==> src/rtl/core/ftr_pkg.sv <==
// ----------------------------------------------------------------------------
// ftr_pkg
// Shared types and constants for the fan tach rpm and PWM duty core.
// ----------------------------------------------------------------------------
package ftr_pkg;

   localparam int NUM_FANS_DEF = 2;

   localparam int KIND_W     = 3;
   localparam int FAN_IN_W   = 2;
   localparam int SPEED_IN_W = 10;
   localparam int SPEED_W    = 9;
   localparam int DUTY_W     = 8;
   localparam int RPM_W      = 32;
   localparam int CNT_W      = 32;
   localparam int PPR_W      = 4;
   localparam int IVL_W      = 16;
   localparam int SCALE_W    = 16;

   localparam int NUM_W = CNT_W + SCALE_W;
   localparam int DEN_W = PPR_W + CNT_W;

   localparam int REQ_DATA_W = 16;
   localparam int RSP_DATA_W = 56;
   localparam int CSR_ADDR_W = 1;
   localparam int CSR_DATA_W = 16;

   localparam logic [SCALE_W-1:0] RPM_SCALE  = 16'd60000;
   localparam logic [SPEED_W-1:0] SPEED_FULL = 9'd256;
   localparam logic [PPR_W-1:0]   PPR_RESET  = 4'd2;
   localparam logic [IVL_W-1:0]   IVL_RESET  = 16'd1000;

   localparam logic [CSR_ADDR_W-1:0] CSR_PPR = 1'b0;
   localparam logic [CSR_ADDR_W-1:0] CSR_IVL = 1'b1;

   typedef enum logic [KIND_W-1:0] {
      KIND_TICK    = 3'd0,
      KIND_EDGE    = 3'd1,
      KIND_SET     = 3'd2,
      KIND_RDSPEED = 3'd3,
      KIND_RDRPM   = 3'd4
   } kind_type;

   typedef struct packed {
      logic busy;
      logic done;
   } div_status_type;

endpackage

==> src/rtl/core/ftr_div.sv <==
// ----------------------------------------------------------------------------
// ftr_div
// Shared subtract/compare unit: saturating 48/36-bit restoring divider,
// one quotient bit per cycle.
// ----------------------------------------------------------------------------
module ftr_div (
   input  logic                        clock,
   input  logic                        reset,
   input  logic                        start,
   input  logic [ftr_pkg::NUM_W-1:0]   dividend,
   input  logic [ftr_pkg::DEN_W-1:0]   divisor,
   output logic [ftr_pkg::RPM_W-1:0]   quotient,
   output ftr_pkg::div_status_type     status
);
   import ftr_pkg::*;

   localparam int HI_W   = NUM_W - RPM_W;
   localparam int STEP_W = $clog2(RPM_W + 1);

   typedef enum logic [1:0] {DV_IDLE, DV_CHECK, DV_STEP} dv_state_type;

   dv_state_type       state_ff;
   logic [STEP_W-1:0]  cnt_ff;
   logic               done_ff;
   logic [DEN_W-1:0]   rem_ff;
   logic [DEN_W-1:0]   den_ff;
   logic [HI_W-1:0]    hi_ff;
   logic [RPM_W-1:0]   lo_ff;

   logic [DEN_W:0]     trial;
   logic [DEN_W+1:0]   diff;
   logic               fits;

   // one subtractor: saturation check first, then quotient bits
   always_comb begin
      if (state_ff == DV_CHECK) begin
         trial = (DEN_W+1)'(hi_ff);
      end else begin
         trial = {rem_ff, lo_ff[RPM_W-1]};
      end
      diff = {1'b0, trial} - {2'b00, den_ff};
      fits = ~diff[DEN_W+1];
   end

   always_ff @(posedge clock) begin
      if (reset) begin
         state_ff <= DV_IDLE;
         cnt_ff   <= '0;
         done_ff  <= 1'b0;
      end else begin
         done_ff <= 1'b0;
         unique case (state_ff)
            DV_IDLE: begin
               if (start) begin
                  hi_ff    <= dividend[NUM_W-1:RPM_W];
                  lo_ff    <= dividend[RPM_W-1:0];
                  den_ff   <= divisor;
                  state_ff <= DV_CHECK;
               end
            end
            DV_CHECK: begin
               if (fits) begin
                  lo_ff    <= '1;
                  done_ff  <= 1'b1;
                  state_ff <= DV_IDLE;
               end else begin
                  rem_ff   <= DEN_W'(hi_ff);
                  cnt_ff   <= '0;
                  state_ff <= DV_STEP;
               end
            end
            DV_STEP: begin
               rem_ff <= fits ? diff[DEN_W-1:0] : trial[DEN_W-1:0];
               lo_ff  <= {lo_ff[RPM_W-2:0], fits};
               cnt_ff <= cnt_ff + 1'b1;
               if (cnt_ff == STEP_W'(RPM_W - 1)) begin
                  done_ff  <= 1'b1;
                  state_ff <= DV_IDLE;
               end
            end
            default: state_ff <= DV_IDLE;
         endcase
      end
   end

   assign quotient    = lo_ff;
   assign status.busy = (state_ff != DV_IDLE);
   assign status.done = done_ff;

endmodule

==> src/rtl/core/fan_tach_rpm_and_pwm_duty_core.sv <==
// ----------------------------------------------------------------------------
// fan_tach_rpm_and_pwm_duty_core
// Per-fan tach pulse and millisecond counters, rpm measurement, speed/duty.
// ----------------------------------------------------------------------------
// Takes one item at a time. Ticks, tach edges, set-speed and unknown kinds
// are finished in the accepting cycle. A speed read, or an rpm read that does
// not measure, goes from the accepting cycle through ST_SEND to the result
// register. An rpm read that measures passes through the accepting state,
// ST_MUL for the pulse*60000 and pulses_per_rev*elapsed products, ST_LAUNCH
// to start the divider, then the shared subtractor in ftr_div does the 32-bit
// saturation check and then the quotient bits one at a time, ST_WAIT hands the
// quotient back and ST_SEND loads the result register; a saturated rpm skips the quotient bits.
// A result waits in the output register while the next item is taken; a new
// result waits until that register is free, which adds its wait to the item.
// ----------------------------------------------------------------------------
module fan_tach_rpm_and_pwm_duty_core #(
   parameter int NUM_FANS = ftr_pkg::NUM_FANS_DEF
) (
   input  logic                              clock,
   input  logic                              reset,
   input  logic                              req_tvalid,
   output logic                              req_tready,
   // [1:0] fan, [11:2] speed_in, [15:12] zero
   input  logic [ftr_pkg::REQ_DATA_W-1:0]    req_tdata,
   // [2:0] kind
   input  logic [ftr_pkg::KIND_W-1:0]        req_tuser,
   output logic                              rsp_tvalid,
   input  logic                              rsp_tready,
   // [31:0] rpm, [32] rotating, [41:33] speed_out, [49:42] duty, [55:50] zero
   output logic [ftr_pkg::RSP_DATA_W-1:0]    rsp_tdata,
   input  logic                              csr_we,
   input  logic [ftr_pkg::CSR_ADDR_W-1:0]    csr_addr,
   input  logic [ftr_pkg::CSR_DATA_W-1:0]    csr_wdata
);
   import ftr_pkg::*;

   localparam int FAN_W = (NUM_FANS > 1) ? $clog2(NUM_FANS) : 1;
   localparam int IDX_W = (FAN_W > FAN_IN_W) ? FAN_W : FAN_IN_W;
   localparam int PAD_W = RSP_DATA_W - (RPM_W + 1 + SPEED_W + DUTY_W);

   typedef enum logic [2:0] {ST_IDLE, ST_MUL, ST_LAUNCH, ST_WAIT, ST_SEND} state_type;

   state_type           state_ff;
   logic [PPR_W-1:0]    ppr_ff;
   logic [IVL_W-1:0]    ivl_ff;
   logic [CNT_W-1:0]    pulse_ff   [NUM_FANS];
   logic [CNT_W-1:0]    elapsed_ff [NUM_FANS];
   logic [RPM_W-1:0]    last_rpm_ff[NUM_FANS];
   logic [SPEED_W-1:0]  speed_ff   [NUM_FANS];
   logic [FAN_W-1:0]    fan_ff;
   logic [NUM_W-1:0]    num_ff;
   logic [DEN_W-1:0]    den_ff;
   logic [RPM_W-1:0]    res_rpm_ff;
   logic [SPEED_W-1:0]  res_spd_ff;
   logic [DUTY_W-1:0]   res_duty_ff;
   logic                rsp_valid_ff;
   logic [RSP_DATA_W-1:0] rsp_data_ff;

   logic [FAN_IN_W-1:0]   fan_in;
   logic [SPEED_IN_W-1:0] speed_in;
   logic [IDX_W-1:0]      fan_ext;
   logic [FAN_W-1:0]      fan_idx;
   logic                  fan_ok;
   logic [SPEED_W-1:0]    clamped;
   logic [SPEED_W-1:0]    spd_sel;
   logic [SPEED_W+DUTY_W-1:0] duty_prod;
   logic [PPR_W-1:0]      ppr_eff;
   logic [IVL_W-1:0]      ivl_eff;
   logic                  due;
   logic                  accept;
   logic                  out_free;
   logic                  div_start;
   logic [RPM_W-1:0]      quotient;
   div_status_type        div_status;

   assign fan_in   = req_tdata[FAN_IN_W-1:0];
   assign speed_in = req_tdata[FAN_IN_W+SPEED_IN_W-1:FAN_IN_W];
   assign fan_ext  = IDX_W'(fan_in);
   assign fan_idx  = fan_ext[FAN_W-1:0];
   assign fan_ok   = ({1'b0, fan_ext} < (IDX_W+1)'(NUM_FANS));

   assign ppr_eff = (ppr_ff == '0) ? PPR_W'(1) : ppr_ff;
   assign ivl_eff = (ivl_ff == '0) ? IVL_W'(1) : ivl_ff;

   always_comb begin
      if (speed_in[SPEED_IN_W-1]) begin
         clamped = '0;
      end else if (speed_in[SPEED_W-1:0] > SPEED_FULL) begin
         clamped = SPEED_FULL;
      end else begin
         clamped = speed_in[SPEED_W-1:0];
      end
   end

   // duty = floor(255 * s / 256)
   assign spd_sel   = fan_ok ? speed_ff[fan_idx] : '0;
   assign duty_prod = {spd_sel, {DUTY_W{1'b0}}} - (SPEED_W+DUTY_W)'(spd_sel);

   assign due       = fan_ok && (elapsed_ff[fan_idx] >= CNT_W'(ivl_eff));
   assign req_tready = (state_ff == ST_IDLE);
   assign accept     = req_tvalid && req_tready;
   assign out_free   = !rsp_valid_ff || rsp_tready;
   assign div_start  = (state_ff == ST_LAUNCH);

   ftr_div u_div (
      .clock    (clock),
      .reset    (reset),
      .start    (div_start),
      .dividend (num_ff),
      .divisor  (den_ff),
      .quotient (quotient),
      .status   (div_status)
   );

   always_ff @(posedge clock) begin
      if (reset) begin
         ppr_ff <= PPR_RESET;
         ivl_ff <= IVL_RESET;
      end else if (csr_we) begin
         unique case (csr_addr)
            CSR_PPR: ppr_ff <= csr_wdata[PPR_W-1:0];
            CSR_IVL: ivl_ff <= csr_wdata[IVL_W-1:0];
            default: ;
         endcase
      end
   end

   always_ff @(posedge clock) begin
      if (reset) begin
         state_ff     <= ST_IDLE;
         rsp_valid_ff <= 1'b0;
         fan_ff       <= '0;
         for (int i = 0; i < NUM_FANS; i++) begin
            pulse_ff[i]    <= '0;
            elapsed_ff[i]  <= '0;
            last_rpm_ff[i] <= '0;
            speed_ff[i]    <= '0;
         end
      end else begin
         if (rsp_tready) begin
            rsp_valid_ff <= 1'b0;
         end
         unique case (state_ff)
            ST_IDLE: begin
               if (accept) begin
                  case (kind_type'(req_tuser))
                     KIND_TICK: begin
                        for (int i = 0; i < NUM_FANS; i++) begin
                           if (elapsed_ff[i] != '1) begin
                              elapsed_ff[i] <= elapsed_ff[i] + 1'b1;
                           end
                        end
                     end
                     KIND_EDGE: begin
                        if (fan_ok && pulse_ff[fan_idx] != '1) begin
                           pulse_ff[fan_idx] <= pulse_ff[fan_idx] + 1'b1;
                        end
                     end
                     KIND_SET: begin
                        if (fan_ok) begin
                           speed_ff[fan_idx] <= clamped;
                        end
                     end
                     KIND_RDSPEED: begin
                        res_rpm_ff  <= '0;
                        res_spd_ff  <= spd_sel;
                        res_duty_ff <= duty_prod[SPEED_W+DUTY_W-2:SPEED_W-1];
                        state_ff    <= ST_SEND;
                     end
                     KIND_RDRPM: begin
                        res_spd_ff  <= '0;
                        res_duty_ff <= '0;
                        fan_ff      <= fan_idx;
                        if (due) begin
                           state_ff <= ST_MUL;
                        end else begin
                           res_rpm_ff <= fan_ok ? last_rpm_ff[fan_idx] : '0;
                           state_ff   <= ST_SEND;
                        end
                     end
                     default: ;
                  endcase
               end
            end
            ST_MUL: begin
               num_ff   <= NUM_W'(pulse_ff[fan_ff]) * NUM_W'(RPM_SCALE);
               den_ff   <= DEN_W'(ppr_eff) * DEN_W'(elapsed_ff[fan_ff]);
               state_ff <= ST_LAUNCH;
            end
            ST_LAUNCH: begin
               state_ff <= ST_WAIT;
            end
            ST_WAIT: begin
               if (div_status.done) begin
                  last_rpm_ff[fan_ff] <= quotient;
                  pulse_ff[fan_ff]    <= '0;
                  elapsed_ff[fan_ff]  <= '0;
                  res_rpm_ff          <= quotient;
                  state_ff            <= ST_SEND;
               end
            end
            ST_SEND: begin
               if (out_free) begin
                  rsp_valid_ff <= 1'b1;
                  rsp_data_ff  <= {{PAD_W{1'b0}}, res_duty_ff, res_spd_ff,
                                   (res_rpm_ff != '0), res_rpm_ff};
                  state_ff     <= ST_IDLE;
               end
            end
            default: state_ff <= ST_IDLE;
         endcase
      end
   end

   assign rsp_tvalid = rsp_valid_ff;
   assign rsp_tdata  = rsp_data_ff;

endmodule
==> config.mk <==
export PLATFORM = sky130hd
export DESIGN_NAME = fan_tach_rpm_and_pwm_duty_core
export DESIGN_NICKNAME = d
export VERILOG_FILES = /design/src/rtl/core/ftr_pkg.sv /design/src/rtl/core/ftr_div.sv /design/src/rtl/core/fan_tach_rpm_and_pwm_duty_core.sv
export SDC_FILE = /design/constraint.sdc
export NUM_CORES = 2
export LEC_CHECK = 0
export ABC_AREA = 1
export BUFFER_PORTS_ARGS = -buffer_cell sky130_fd_sc_hd__buf_2
export CAP_MARGIN = 20
export CORE_UTILIZATION = 26
export DETAILED_ROUTE_END_ITERATION = 12
export SETUP_SLACK_MARGIN = 0.2
export SLEW_MARGIN = 40
export SYNTH_ARGS = -nofsm -noshare
export SYNTH_HDL_FRONTEND = slang
export SYNTH_SLANG_ARGS = --single-unit
==> constraint.sdc <==
create_clock -name clock -period 8.7 [get_ports clock]
set_clock_uncertainty 0.2 [all_clocks]
set_input_delay 0 -clock clock [delete_from_list [all_inputs] [get_ports clock]]
set_output_delay 0 -clock clock [all_outputs]
set_load 0.01 [all_outputs]
==> flow_summary.ini <==
[run_status]
status = finished, violations left
violations = hold timing

[clocking]
cts-buffers-inserted = 60
cts_root_buffer = clkbuf_16
clk_pin_slew_ns = 0.06
cts_tree = built
post_cts_resize_count = 0
cts.htree.levels = 2
clk_latency_ns = 0.67
cts_buffer_depth = 3
clock-sinks = 543

[timing]
worstMarginPinSlew_ns = 0.851
min_period_ns = 6.31
period_share_pct = 72.5
fin_setup_tns_ns = 0
fmax_mhz = 159
setup_violations = 0
maxSlewHeadroom_pct = 42.7
rsz0062_at_grt = false
maxSlewViolCount = 0
hold_viol_final = 1
setup_slack_ns = 2.39
hold_ws_ns = -0.00512

[power_and_ir_drop]
powerDensity_mw_per_mm2 = 302
p_int_mw = 7.43
p_leak_nw = 19.9
pwr-share-clk_pct = 19.2
peakVddDrop_mv = 0.218
switching_share_pct = 45.0
power.switching_mw = 6.08
combinationalPowerShare_pct = 53.4
power_frac_seq_pct = 27.5

[setup_path]
crit_arrival_ns = 6.51
critPathRequiredTime_ns = 8.90
cp-endpoint = num_ff[36]
cpMostUsedCell = fa_1
path_cells = nand2_1 > o21ai_1 > inv_1 > fa_1 > fa_1 > fa_1 > inv_1 > fa_1 > fa_1 > inv_1 > ha_1 > nand2_1 > o21ai_0 > a21oi_1 > o21ai_0 > nand4_1 > nand3_1 > nand2_1
r2r_cells = 18
r2r-end = num_ff[36]
ff2ff_setup_slack_ns = 2.39
cpPeakStageDelay_ns = 0.72
cp.depth = 18
critPathKind = reg2reg
crit_slowest_cell = dfxtp_4
crit_fanout = 61
path_buf_inv = 3
worstSetupStartpointType = flip-flop
critPathTopFamily = adder cells
worst_setup_path_end_kind = flip-flop

[detailed_routing]
drt_iter0_markers = 2143
drt_wl_total_um = 104000
ant_nets = 0
viasPerCell = 4.49
via_count = 31800
drc = 0
drt_first_pass_iters = 6
wl_per_cell_um = 14.7

[yosys]
post_synth.cell_area_avg_um2 = 8.06
ys_warn_count = 0
synth_area_mm2 = 0.0396
synth_seq_cells = 543
synth_cells = 4911
synth_seq_area_share_pct = 38.7
ys_types = 57

[global_routing]
globalRoute.totalOverflow = 0
antenna_found_initial = 4
grt_pass1_vias = 31200
grt_pass1_wl_um = 166000
grtUsageTotal_pct = 13.4
grt_max_degree = 80

[final_layout]
drive_gt1_share_pct = 5.80
final_cell_mix = 1,128 x nand2_1, 901 x inv_1, 616 x nor2_1
instances_no_fill = 7085
final_common_cell = nand2_1
syn_to_final_growth_pct = 13.1
utilization_pct = 29.8
num-nets-final = 5471

[place]
hpwlAfterDp_um = 80500
port_buffers = 88
pre_cts_ws_ns = 2.37
dp_cells = 6911
routabilityCongestion = 0.901

[die]
die_w_um = 392
chipHeight_um = 392
die_area_mm2 = 0.154
core_area_mm2 = 0.150
io_pins = 99
num_rows = 142
start_util_pct = 26.3

[min_path]
hold_depth = 4
hold_path.class = in2reg

[flow_run]
drv_cap = 0
[synthesized netlist by cell type, drive strengths merged]
master      n  area [µm²]
nor3b       2        15.0
o41ai      32         280
a31o        2        17.5
clkinv      2        7.51
a41o        1        10.0
a211oi      2        15.0
o2111ai     1        8.76
a31oi       9        56.3
o21bai     16         120
ha        209        2620
edfxtp    444       13300
nor2      636        2460
o21a       12        90.1
o21ai     229        1150
nand4     101         659
nand2    1139        4300
buf        71         468
and3        2        12.5
mux2        1        11.3
or2        11        68.8
a21oi     264        1330
mux2i       9        90.1
fa        202        4040
a21o       13        97.6
clkbuf     66         249
xor2       59         517
a41oi       1        8.76
conb        1        3.75
o211ai     10        75.1
nor3       66         388
dfxtp      99        1980
xnor2      40         350
nor4       22         138
nand3b     17         128
a21boi      7        52.6
a311oi      1        8.76
inv       917        3440
nand3     195        1010
[flip-flops by register name, indices dropped and copies added, names as in the netlist, 18 cells and up, named ones only]
register / flops
res_rpm_ff: 32
pulse_ff: 64
u_div.quotient: 32
num_ff: 43
u_div.den_ff: 36
elapsed_ff: 64
rsp_tdata: 50
u_div.rem_ff: 36
last_rpm_ff: 64
den_ff: 36
speed_ff: 18
[worst min path at each step]
stage | endpoint | slack [ns] | from
2_1_floorplan | ivl_ff[3] | -0.07 | csr_wdata[3]
3_3_place_gp | ppr_ff[1] | 0.08 | csr_wdata[1]
3_5_place_dp | ppr_ff[1] | 0.08 | csr_wdata[1]
4_1_cts | speed_ff[1][7] | 0.002 | req_tdata[9]
5_1_grt | ivl_ff[8] | 0.03 | csr_wdata[8]
6_report | ivl_ff[7] | -0.005 | csr_wdata[7]
[worst register-to-register path, delay by kind of cell (launching register included)]
kind	cells	cell delay, ns
DFF	1	0.72
adders and majority gates	6	2.93
AOI/OAI and AO/OA	4	1.16
and+or+nand+nor	5	0.68
buffers and inverters	3	0.39
[power by group through the flow]
stage               registers [mW]  logic [mW]  clock network (mW)
floorplan                     3.72        5.19                   0
global placement              3.76        7.17                   0
detailed placement            3.77        7.18                   0
CTS                           3.72        7.25                2.65
global route                  3.76        8.19                2.74
finish                        3.71        7.21                2.59
[kinds of logic (layout without fill, tap and decap cells)]
kind of cell,count (synthesis),count (layout),share of synthesized area [%]
mux,10,10,0.256
fa+ha+maj,411,411,16.8
other cells,1,7,0.00947
xor+xnor,99,99,2.19
compound gates,600,600,8.37
flops,543,543,38.7
simple gates,2191,2191,23.2
buf+inv,1056,1208,10.5
[per-layer routing]
layer | wire length [µm] | track usage, % | vias up | share of wire [%]
met5 | 27 | 0 | - | 0.026
met3 | 4700 | 1.67 | 139 | 4.5
li1 | - | - | 16000 | -
met1 | 47600 | 17.6 | 15100 | 46
met2 | 49600 | 23.0 | 652 | 47
met4 | 2590 | 3.62 | 4 | 2.5
[layout make-up]
class	instances	area, µm²
diodes	1	2.50
multi-input cells	3317	20200
inverters	919	3450
well taps	2016	2520
fillers	16000	106000
clock inverters	36	423
flip-flops and latches	543	15300
clock buffers	75	1600
repair buffers	178	1280
[stage by stage]
stage / cell area (µm²) / hold slack, ns / power [mW]
floorplan: 39600 / -0.0696 / 8.91
global placement: 42100 / 0.0751 / 10.9
detailed placement: 42200 / 0.0769 / 10.9
CTS: 44800 / 0.00177 / 13.6
global route: 44800 / 0.0276 / 14.7
finish: 44800 / -0.00512 / 13.5
[timing repair]
| action | CTS | global route |
|---|---|---|
| endpoints found under the setup margin | 0 | 0 |
| hold endpoints to repair | 196 | 0 |
| buffers inserted | 0 | 0 |
| hold buffers | 62 | 0 |
Note: power is estimated with default switching activity, not from simulation.
